==> src/hw/rtl/cht_pkg.sv <==
package cht_pkg;

  // Field widths of the transfer payloads
  localparam int unsigned KEY_BITS        = 16;
  localparam int unsigned VALUE_BITS      = 64;
  localparam int unsigned CMD_BITS        = 2;
  localparam int unsigned STATUS_BITS     = 2;
  localparam int unsigned BUCKET_OUT_BITS = 3;

  // Default geometry of the table
  localparam int unsigned NUM_BUCKETS_DEFAULT = 8;
  localparam int unsigned CHAIN_DEPTH_DEFAULT = 8;

  // Command codes; the unused code behaves as a find
  typedef enum logic [CMD_BITS-1:0] {
    CMD_FIND   = 2'd0,
    CMD_INSERT = 2'd1,
    CMD_DELETE = 2'd2
  } cmd_e;

  typedef enum logic [STATUS_BITS-1:0] {
    ST_OK        = 2'd0,
    ST_NOT_FOUND = 2'd1,
    ST_FULL      = 2'd2,
    ST_BAD_KEY   = 2'd3
  } status_e;

  typedef struct packed {
    logic [CMD_BITS-1:0]   cmd;
    logic [KEY_BITS-1:0]   key;
    logic [VALUE_BITS-1:0] value;
  } in_item_t;

  typedef struct packed {
    logic [STATUS_BITS-1:0]     status;
    logic [BUCKET_OUT_BITS-1:0] bucket;
    logic [VALUE_BITS-1:0]      found_value;
  } out_item_t;

  typedef struct packed {
    logic [KEY_BITS-1:0]   key;
    logic [VALUE_BITS-1:0] value;
  } entry_t;

  typedef enum logic [2:0] {
    S_IDLE,
    S_HASH,
    S_WALK,
    S_SHIFT,
    S_DONE
  } ctrl_state_e;

  // Controller to datapath
  typedef struct packed {
    logic    load_item;
    logic    hash_step;
    logic    rd_issue;
    logic    wr_en;
    logic    wr_shift;
    logic    cnt_inc;
    logic    cnt_dec;
    logic    res_load;
    status_e res_status;
    logic    res_from_mem;
    logic    out_load;
  } dp_cmd_t;

  // Datapath to controller
  typedef struct packed {
    logic in_key_zero;
    logic hash_done;
    logic is_insert;
    logic is_delete;
    logic chain_full;
    logic chain_empty;
    logic key_match;
    logic rd_at_end;
  } dp_status_t;

endpackage

==> src/hw/rtl/cht_ctrl.sv <==
module cht_ctrl import cht_pkg::*; (
  input  logic       clk_i,
  input  logic       rst_ni,
  input  logic       in_valid_i,
  output logic       in_stall_o,
  output logic       out_valid_o,
  input  logic       out_stall_i,
  input  dp_status_t status_i,
  output dp_cmd_t    cmd_o
);

  ctrl_state_e state_q;
  ctrl_state_e state_d;
  logic        out_valid_q;
  logic        out_valid_d;
  logic        out_free;

  always_ff @(posedge clk_i or negedge rst_ni) begin
    if (!rst_ni) begin
      state_q     <= S_IDLE;
      out_valid_q <= 1'b0;
    end else begin
      state_q     <= state_d;
      out_valid_q <= out_valid_d;
    end
  end

  assign out_free = !out_valid_q || !out_stall_i;

  always_comb begin
    state_d          = state_q;
    cmd_o            = '0;
    cmd_o.res_status = ST_OK;
    in_stall_o       = (state_q != S_IDLE);

    case (state_q)
      S_IDLE: begin
        if (in_valid_i) begin
          cmd_o.load_item = 1'b1;
          if (status_i.in_key_zero) begin
            cmd_o.res_load   = 1'b1;
            cmd_o.res_status = ST_BAD_KEY;
            state_d          = S_DONE;
          end else begin
            state_d = S_HASH;
          end
        end
      end

      S_HASH: begin
        if (!status_i.hash_done) begin
          cmd_o.hash_step = 1'b1;
        end else if (status_i.is_insert) begin
          cmd_o.res_load = 1'b1;
          if (status_i.chain_full) begin
            cmd_o.res_status = ST_FULL;
          end else begin
            cmd_o.wr_en   = 1'b1;
            cmd_o.cnt_inc = 1'b1;
          end
          state_d = S_DONE;
        end else if (status_i.chain_empty) begin
          cmd_o.res_load   = 1'b1;
          cmd_o.res_status = ST_NOT_FOUND;
          state_d          = S_DONE;
        end else begin
          cmd_o.rd_issue = 1'b1;
          state_d        = S_WALK;
        end
      end

      // Compare the entry read last cycle, fetch the next one meanwhile
      S_WALK: begin
        if (status_i.key_match) begin
          if (!status_i.is_delete) begin
            cmd_o.res_load     = 1'b1;
            cmd_o.res_from_mem = 1'b1;
            state_d            = S_DONE;
          end else if (status_i.rd_at_end) begin
            cmd_o.cnt_dec  = 1'b1;
            cmd_o.res_load = 1'b1;
            state_d        = S_DONE;
          end else begin
            cmd_o.rd_issue = 1'b1;
            state_d        = S_SHIFT;
          end
        end else if (status_i.rd_at_end) begin
          cmd_o.res_load   = 1'b1;
          cmd_o.res_status = ST_NOT_FOUND;
          state_d          = S_DONE;
        end else begin
          cmd_o.rd_issue = 1'b1;
        end
      end

      // Move each later entry down one place
      S_SHIFT: begin
        cmd_o.wr_en    = 1'b1;
        cmd_o.wr_shift = 1'b1;
        if (status_i.rd_at_end) begin
          cmd_o.cnt_dec  = 1'b1;
          cmd_o.res_load = 1'b1;
          state_d        = S_DONE;
        end else begin
          cmd_o.rd_issue = 1'b1;
        end
      end

      S_DONE: begin
        if (out_free) begin
          cmd_o.out_load = 1'b1;
          state_d        = S_IDLE;
        end
      end

      default: begin
        state_d = S_IDLE;
      end
    endcase
  end

  always_comb begin
    out_valid_d = out_valid_q;
    if (cmd_o.out_load) begin
      out_valid_d = 1'b1;
    end else if (out_valid_q && !out_stall_i) begin
      out_valid_d = 1'b0;
    end
  end

  assign out_valid_o = out_valid_q;

endmodule

==> config.mk <==
export PLATFORM = sky130hd
export DESIGN_NAME = cht_ctrl
export DESIGN_NICKNAME = d
export VERILOG_FILES = /design/src/hw/rtl/cht_pkg.sv /design/src/hw/rtl/cht_ctrl.sv
export SDC_FILE = /design/constraint.sdc
export NUM_CORES = 1
export LEC_CHECK = 0
export BUFFER_PORTS_ARGS = -buffer_cell sky130_fd_sc_hd__buf_2
export CAP_MARGIN = 25
export CORE_AREA = 10 10 47 49
export CTS_CLUSTER_SIZE = 8
export DETAILED_ROUTE_END_ITERATION = 8
export DIE_AREA = 0 0 57 59
export HOLD_SLACK_MARGIN = 0.05
export PLACE_DENSITY = 0.57
export SLEW_MARGIN = 20
export SYNTH_ARGS = -nofsm -noshare
export SYNTH_HDL_FRONTEND = slang
export SYNTH_SLANG_ARGS = --single-unit
==> constraint.sdc <==
create_clock -name clk_i -period 1.34 [get_ports clk_i]
set_input_delay 0.134 -clock clk_i [delete_from_list [all_inputs] [get_ports clk_i]]
set_output_delay 0.134 -clock clk_i [all_outputs]
set_load 0.02 [all_outputs]
* Word-level counts from Yosys, hierarchy flattened
Cells that the tools add are included.
** Storage, ports and cells
- Register bits after elaboration :: 4
- Latch bits :: 0
- Bits in writable memories :: 0
- ROM bits :: 0
- Input bits :: 12
- Output and inout port bits :: 14
- Word-level logic and storage cells :: 68
- Memories :: 0
** Cells by class
- Add/sub/neg operators :: 0
- Multipliers :: 0
- Divide/modulo/power cells :: 0
- $lt $le $gt $ge :: 0
- Equal/unequal tests :: 7
- Shift operators :: 0
- Multiplexer cells :: 51
- Bitwise operators :: 0
- Reduce and logical (&&, ||, !) cells :: 8
** Operators with widths (count)
- two-way mux 3 bit :: 16
- two-way mux 1 bit :: 25
- case mux 3 bit (5 select lines) :: 1
- two-way mux 2 bit :: 4
- == test 3 x 2 -> 1 bit, second input constant :: 2
- inequality test 2 bit, second input constant :: 3
- case mux 2 bit (3 select lines) :: 1
- case mux 1 bit (2 select lines) :: 2
- case mux 1 bit (4 select lines) :: 1
- == test 3 x 1 -> 1 bit, second input constant :: 1
- == test 3 bit, second input constant :: 1
- zero test 3 bit :: 1
- case mux 1 bit (3 select lines) :: 1
- AND reduction 3 bit :: 1
- nonzero test 3 bit :: 1
- zero test 1 bit :: 2
- nonzero test 2 bit :: 1
- logical AND 1 bit :: 1
- logical OR 1 bit :: 1

* Longest topological paths before layout
Gate-level depths: netlist of the first run.
- Word-level depth :: 5
- Mapped depth :: 5
- Depth with buffers taken out :: 3

* Worst setup path before layout of the first run
Ideal clock, no wire load.
- Path kind :: reg2out
- From :: reg state_q[0]
- To :: out cmd_o[3] (netlist bit)
- Arrival time :: 1.494 ns
- Setup slack :: -0.288 ns
- Cell stages (with the launch flop) :: 4
- Cell sequence :: dfrtp_1 nor4b_2 nand2_1 o21ai_0
** RTL lines
- from (decl) :: RTL line cht_ctrl.sv:12 : ctrl_state_e state_q;
- from (signal assigned) :: RTL line cht_ctrl.sv:23 : state_q <= state_d;
- to (decl) :: RTL line cht_ctrl.sv:9 : output dp_cmd_t cmd_o

==> impl_results.md, run 1 <==
* Total power at 1.395 mW
* Synth top area share at 25.81%
* Clock Skews at 2.230 ps
* Number of flops mapped to enable cells by yosys at 0
* Die H at 59 µm
* Failing checks: negative setup slack
* Critical Path, Cell by Cell: nand2b_4 > nand3b_4 > o311ai_2 > buf_4
* Die X at around 57 µm
* Drt wl/cell at 14.07 µm
* Hold_sp: out_stall_i
* Commonest cells post-synth: 8 x nor2_1, 7 x nand2_1, 4 x dfrtp_1, 3 x a21oi_1
* Top-count cell post-synth: nor2_1
* Final setup vio count at 13
* First-pass GRT wire length at 2.532 mm
* Detailed-route via count at 520
* Unrepaired setup endpoints after global routing: yes
* Share of cells above drive strength 1 at 69.32%
* Hold Vio Cnt, Final at 0
* TritonCTS Buffers at 3
* Most used DFF post-synth: dfrtp_1
* Setup CP Type: flop to primary output
* Worst setup path start: state_q[2]
* Post-Synthesis Cells at 48
* Placed Area at 615.6 µm²
* Area Overhead vs Synth at 101.6%
* Worst Path Arrival at 1420 ps
* # rows at 14
* Clock period minus worst slack at about 1600 ps
* Clk buf depth at 2
* Synth top area cells: dfrtp_1 26%, nor2_1 7.7%, nand2_1 6.8%
* Fin crit share at 116.1%
* Dominant cell type by area after synthesis: dfrtp_1
* Syn Area/Cell at 8.081 µm²
* Startpoint Class: flop
* Max stage delay on crit path at around 430 ps
* Register bit total from synthesis at 4
* Starting Density at between 20% and 30%
* Maximum vdd ir drop at a little under 0.0009 V
* Pin slew with the least headroom to its limit at 231.5 ps
* Power per cell area at roughly 1800 nW/µm²
* Netlist Area Pre-Place at a little under 400 µm²
* Post-DR vias/cell at approximately 5.0
* Final Hold Slack at 136.9 ps
* Latest clock arrival within the worst-skew pair at 230 ps
* Fin nets at around 100
* Fmax at between 0.6 and 0.7 GHz
* Io pins at 26
* Number of routed nets with antenna violations at 0
* Clock sink count at 4
* Run status: finished, violations left
* ANT cells at 0
* Final WL at between 1 and 1.5 mm
* Crit end category: primary output
* Placed wire-length estimate at roughly 1.2 mm
* CTS tree: done
* FF-to-FF Start: state_q[1]
* CP max stage cell: dfrtp_2
* RePlAce Congestion at 0.8107
* Fin util at 55.80%
* Seq/Total Area, Yosys at 25.81%
* Worst EP required at 1210 ps
* CTS clk-pin slew, worst paths at 40 ps
* Hold Crit Class: primary input to flop
* DRT Pass-1 Iters at 3
* Post-Syn Nets at 60
* Port bufs at 25
* Max-cap violations at 0
* Root buffer cell: clkbuf_4
* CTS HTree Levels at 1
* All-layer global routing usage at 8.973%
* CP Max Fanout at 5
* Vias in the first global route at roughly 570
* Global route total overflow at 0
* Max Slew Vio Count at 0
* Synth cell types at 25
* Slew headroom at a little over four fifths
* Final instance area at a little under 800 µm²
* # DRC at 0
* YS warnings at 0
* Initial antenna violation count at 0
* Setup ws final at -215.8 ps
* Core area at 1401 µm²
* Largest net degree at the start of global routing at 7
* Die area at 3363 µm²
* Leak Pwr at 0.3812 nW
* Asr flop ratio synth at 100.0%
* Setup slack at placement at -25.73 ps
* DRT iter0 DRCs at 6
layout by cell type, fill, tap and decap left out, drive strengths merged:
master        n
a21o          1
a21oi         3
a32o          2
and4b         1
buf          38
clkbuf        3
dfrtp         4
dlygate4sd3   1
inv           2
nand2         7
nand2b        1
nand3b        2
nand4         1
nand4b        1
nor2          8
nor2b         1
nor3          2
nor3b         2
nor4b         1
o2111ai       1
o211ai        1
o21ai         2
o311ai        1
o31ai         1
or3           1
repair_timing:
action	CTS	global route
hold endpoints to repair	4	0
gates cloned	0	0
resized for setup	22	12
buffers inserted	1	3
pin swaps	2	6
hold buffers	1	0
endpoints found under the setup margin	13	14
kinds of logic (layout without fill, tap and decap cells):
kind of cell / count (synthesis) / count (layout) / synth area share, %
DFF: 4 / 4 / 25.81
buffers and inverters: 4 / 44 / 5.161
AOI/OAI and AO/OA: 12 / 12 / 23.87
and+or+nand+nor: 28 / 28 / 45.16
routing by layer:
layer | track usage, % | vias up | part of all wire (%) | wire (µm)
li1 | - | 260 | - | -
met1 | 9.461 | 240 | 39 | 564
met2 | 15.66 | 18 | 54 | 789
met3 | 2.575 | 2 | 6.6 | 97
met4 | 5.034 | 0 | 0.82 | 12
met5 | 0 | - | 0 | 0
metrics by stage:
stage	TNS, ps	instances
6_report	-1293	104
5_1_grt	-2087	104
4_1_cts	-1280	101
3_5_place_dp	-36.16	97
3_3_place_gp	-6.520	97
2_1_floorplan	-106.5	48
worst max-delay path: cells and delay by family (launching register included):
kind,cells,cell delay [ps]
flip-flops,1,430
AND/OR/NAND/NOR,2,330
AO/OA/AOI/OAI,1,230
buffers and inverters,1,190
registers in the layout, summed over array words and instances (netlist names):
name and flops:
state_q 3, out_valid_o 1
area by class of cell:
type	instances	area (µm²)
Tap cell	16	20.02
Multi-Input combinational cell	40	340.3
Sequential cell	4	103.9
Timing Repair Buffer	39	287.8
Fill cell	125	619.3
Clock buffer	3	22.52
Inverter	2	7.507
path summary, 6_finish.rpt:
check | slack, ps | depth (start not counted) | end
min | 140 | 3 | out_valid_o
min reg2reg | 530 | 2 | out_valid_o
max | -220 | 4 | cmd_o[2]
max reg2reg | -10 | 5 | state_q[0]
max in group asynchronous | 960 | 2 | state_q[1]
min in group asynchronous | 240 | 2 | out_valid_o
report_power, final:
group	switching, mW	leakage [nW]	total, mW	internal [mW]
sequential	0.0851	0.0481	0.258	0.173
clock	0.0474	0.0138	0.147	0.100
combinational	0.481	0.319	0.989	0.509
total	0.613	0.381	1.39	0.781
Power figures use the tool's default switching activity.
==> inputs of run 2 (changes only) <==
--- a/config.mk
+++ b/config.mk
@@ -13,6 +13,7 @@
 export DIE_AREA = 0 0 57 59
 export HOLD_SLACK_MARGIN = 0.05
 export PLACE_DENSITY = 0.57
+export REMOVE_ABC_BUFFERS = 1
 export SLEW_MARGIN = 20
 export SYNTH_ARGS = -nofsm -noshare
 export SYNTH_HDL_FRONTEND = slang
==> run 2 against run 1 <==
- non-clock buffer count increased by 4
- clock skew increased by 2.6 ps
- the flow still finishes with violations (negative setup slack)
- via count increased by 2.5%
- combinational power increased by 23%
- routed wire length increased by 8.1%
- critical endpoint unchanged
- sequential power decreased by 2%
- sequential share of layout area decreased by 1.2 points
- flip-flop and latch count unchanged
- clock-buffer cell count unchanged
- core utilization increased by 5.5 points
- die area unchanged
==> impl_results.md, run 2 (synthesis gave the netlist of run 1 again) <==
* Share of cells above drive strength 1 at 72.83%
* Final setup vio count at 13
* Pin slew with the least headroom to its limit at 266.3 ps
* Die H at 59 µm
* Clock sink count at 4
* CTS HTree Levels at 1
* Area Overhead vs Synth at 121.6%
* Placed wire-length estimate at around 1.1 mm
* Slew headroom at 82.18%
* CTS clk-pin slew, worst paths at roughly 40 ps
* ANT cells at 0
* Initial antenna violation count at 0
* Setup CP Type: flop to primary output
* Run status: finished, violations left
* Total power at about 1.6 mW
* Fin nets at 106
* Port bufs at 25
* DRT iter0 DRCs at 2
* Post-DR vias/cell at about 4.9
* Core area at 1401 µm²
* Placed Area at 603.1 µm²
* Fin util at 61.34%
* Power per cell area at 1895 nW/µm²
* # DRC at 0
* Setup ws final at -205.7 ps
* Root buffer cell: clkbuf_4
* Top reg by flops: state_q
* Multi-input gate area at 362.8 µm²
* Die X at 57 µm
* Setup slack at placement at -39.32 ps
* Clk buf depth at 2
* RePlAce Congestion at ~0.76
* Number of routed nets with antenna violations at 0
* Worst setup path start: state_q[2]
* TritonCTS Buffers at 3
* CP Max Fanout at 5
* Unrepaired setup endpoints after global routing: yes
* CTS tree: done
* # rows at 14
* Largest net degree at the start of global routing at 6
* Final WL at roughly 1.6 mm
* Hold Crit Class: primary input to flop
* Die area at 3363 µm²
* All-layer global routing usage at 9.524%
* First-pass GRT wire length at 2.559 mm
* Fmax at 0.6470 GHz
* Max-cap violations at 0
* Maximum vdd ir drop at 0.0008809 V
* Startpoint Class: flop
* Most frequent cells in the layout: 14 x buf_2, 14 x buf_6, 14 x buf_4
* Vias in the first global route at 576
* Max Slew Vio Count at 0
* Worst EP required at ~1200 ps
* Detailed-route via count at 533
* Fill count at 126
* Hold Vio Cnt, Final at 0
* Final instance area at 859.6 µm²
* Leak Pwr at 0.4160 nW
* DRT Pass-1 Iters at 4
* Latest clock arrival within the worst-skew pair at 230 ps
* Fin crit share at 115.3%
* Clock period minus worst slack at 1546 ps
* Register area at 103.9 µm²
* FF-to-FF Start: state_q[1]
* Failing checks: negative setup slack
* Max FFs per register at 3
* Starting Density at 27.68%
* Worst Path Arrival at ~1400 ps
* Drt wl/cell at 14.64 µm
* Clock Skews at between 4 and 5 ps
* Global route total overflow at 0
* Crit end category: primary output
* Hold_sp: out_stall_i
* Io pins at 26
[run 2: metrics by stage]
| stage | hold WS [ps] | TNS [ps] | cells |
|---|---|---|---|
| 5_1_grt | 163.1 | -2525 | 108 |
| 3_5_place_dp | -57.19 | -94.11 | 98 |
| 3_3_place_gp | -59.77 | -12.05 | 98 |
| 4_1_cts | 126.3 | -1619 | 105 |
| 2_1_floorplan | -161.6 | -882.8 | 46 |
| 6_report | 138.0 | -1534 | 108 |
[run 2: layout make-up]
type,count,area share (%)
multi-input cells,40,42.21
repair buffers,43,39.88
flip-flops and latches,4,12.08
clock buffers,3,2.620
well taps,16,2.329
inverters,2,0.8734
[run 2: critical path, stage by stage (launching register included)]
cell and delay, ps:
dfrtp_2 440, nand2b_4 160, nand3b_4 180, o311ai_2 220, buf_4 180
[run 2: what timing repair did]
action,in CTS,in global routing
pin swaps,4,6
endpoints found under the setup margin,13,14
gates resized for setup,29,22
buffers inserted,3,4
hold endpoints to repair,4,0
hold buffers,1,0
[run 2: worst paths after layout]
check / to / slack, ps / depth (start not counted)
setup / recovery: cmd_o[2] / -210 / 4
hold / removal: out_valid_o / 140 / 3
setup reg to reg: state_q[0] / -20 / 5
hold reg to reg: out_valid_o / 530 / 2
max in group asynchronous: state_q[1] / 960 / 2
min in group asynchronous: state_q[2] / 240 / 2
[run 2: routing by layer]
layer  part of all wire (%)  wire length (µm)  up-vias  GRT usage, %
met5                      0                 0        -             0
met4                      0                 0        0         6.711
met3                    6.9               109        0         4.506
met2                     55               863       19         16.12
met1                     39               609      246         8.950
li1                       -                 -      268             -
[run 2: where the power goes]
| group | internal [mW] | switching, mW |
|---|---|---|
| clock network | 0.100 | 0.0508 |
| logic | 0.668 | 0.555 |
| registers | 0.173 | 0.0816 |
| total | 0.941 | 0.687 |
==> inputs of run 3 (changes only) <==
==> constraint.sdc (replaced) <==
create_clock -name clk_i -period 1.9 [get_ports clk_i]
set_input_delay 0.19 -clock clk_i [delete_from_list [all_inputs] [get_ports clk_i]]
set_output_delay 0.19 -clock clk_i [all_outputs]
set_load 0.02 [all_outputs]
==> run 3 against run 2 <==
- the run now ends clean
- sequential share of layout area increased by 6.0 points
- largest power group unchanged
- clock-buffer cell count unchanged
- sequential power decreased by 30%
- die area unchanged
- design area decreased by 36%
- hold slack improved by 49 ps
- clock power decreased by 30%
- clock skew decreased by 0.71 ps
- register-to-register slack improved by 720 ps
- combinational power decreased by 66%
- first-iteration DRC count increased to 7.5 times the previous value
- global-route usage decreased by 1.9 points
==> impl_results.md, run 3 (synthesis gave the netlist of run 1 again) <==
* Share of cells above drive strength 1 at 42.67%
* Port bufs at 25
* Clk buf depth at 2
* Max-cap violations at 0
* Leak Pwr at 0.2946 nW
* Final setup vio count at 0
* Latest clock arrival within the worst-skew pair at around 240 ps
* Total power at 0.6932 mW
* Clock Skews at 4.081 ps
* CTS clk-pin slew, worst paths at 40 ps
* Final WL at ~1.2 mm
* Setup CP Type: flop to primary output
* Power per cell area at roughly 1300 nW/µm²
* Setup slack at placement at 436.3 ps
* Global route total overflow at 0
* Placed Area at 520.5 µm²
* Unrepaired setup endpoints after global routing: no
* DRT Pass-1 Iters at 4
* Final Hold Slack at roughly 190 ps
* Maximum vdd ir drop at 0.0004293 V
* Hold Crit Class: primary input to flop
* Max FFs per register at 3
* # DRC at 0
* Detailed-route via count at 459
* Setup bufs post-CTS at 0
* CTS tree: done
* Largest net degree at the start of global routing at 11
* Hold Vio Cnt, Final at 0
* Drt wl/cell at roughly 14 µm
* # rows at 14
* Pin slew with the least headroom to its limit at 293.0 ps
* Most common cell after layout, fill and taps aside: buf_2
* Die H at 59 µm
* DP Cell Count at just under 90
* Final instance area at 553.0 µm²
* All-layer global routing usage at 7.609%
* Io pins at 26
* Worst EP required at 1710 ps
* Die area at between 3000 and 4000 µm²
* Fin nets at 89
* Startpoint Class: flop
* Initial antenna violation count at 0
* Vias in the first global route at 466
* CTS HTree Levels at 1
* Final instance count without filler cells at 91
* Number of routed nets with antenna violations at 0
* Fin crit share at 89.99%
* Fin Setup TNS at 0 ps
* DRT iter0 DRCs at 15
* First-pass GRT wire length at 1.987 mm
* Setup ws final at 190.2 ps
* Max Slew Vio Count at 0
* Worst Path Arrival at 1520 ps
* Fin util at approximately two fifths
* Fmax at 0.5849 GHz
* ANT cells at 0
* TritonCTS Buffers at 3
* CP Max Fanout at 8
* Die X at 57 µm
* Root buffer cell: clkbuf_4
* Fill count at 171
* RePlAce Congestion at 0.8279
* Slew headroom at 80.47%
* Starting Density at 27.68%
* Run status: finished, final reports clean
* Core area at 1401 µm²
* Area Overhead vs Synth at 42.58%
* Post-DR vias/cell at 5.044
* Clock period minus worst slack at around 1700 ps
* Placed wire-length estimate at between 1 and 1.5 mm
* Top reg by flops: state_q
* Clock sink count at 4
* Most frequent cells in the layout: 25 x buf_2, 8 x nor2_1, 7 x nand2_1, 4 x dfrtp_1
* Crit end category: primary output
-- run 3: cell count changes in the layout (fill, tap and decap cells not counted), sizes merged --
cell,previous run,this run
buf,42,25
-- run 3: cell type report --
class,count,area [µm²],share of cell area (%)
Inverter,2,7.507,1.357
Multi-Input combinational cell,40,267.8,48.42
Tap cell,16,20.02,3.620
Timing Repair Buffer,26,135.1,24.43
Sequential cell,4,100.1,18.10
Clock buffer,3,22.52,4.072
-- run 3: layer usage --
metal	up-vias	part of all wire [%]	global-route usage, %
met5	-	0	0
met4	0	3.2	7.047
met3	4	8.1	3.648
met2	23	45	11.47
met1	199	43	7.610
li1	233	-	-
-- run 3: where the power goes --
group          switching (mW)  internal, mW
clock                  0.0342        0.0706
combinational           0.247         0.164
sequential             0.0603         0.117
-- run 3: worst paths after layout --
path	from	cells past startpoint	slack, ps	to
worst max-delay path	state_q[0]	4	190	cmd_o[4]
worst min-delay path	out_stall_i	3	190	out_valid_o
worst max register to register	state_q[0]	3	700	state_q[1]
worst min register to register	out_valid_o	2	510	out_valid_o
max in group asynchronous	rst_ni	2	1490	out_valid_o
min in group asynchronous	rst_ni	2	290	state_q[1]
-- run 3: critical path: stages, from the launching register on --
cell      delay (ps)
dfrtp_1          470
nor4b_2          330
nand2_1          180
o211ai_1         110
buf_2            190
-- run 3: timing repair --
| action | CTS | global route |
|---|---|---|
| endpoints found under the hold margin | 4 | 0 |
| hold buffers | 1 | 0 |
| gates resized for setup | 0 | 0 |
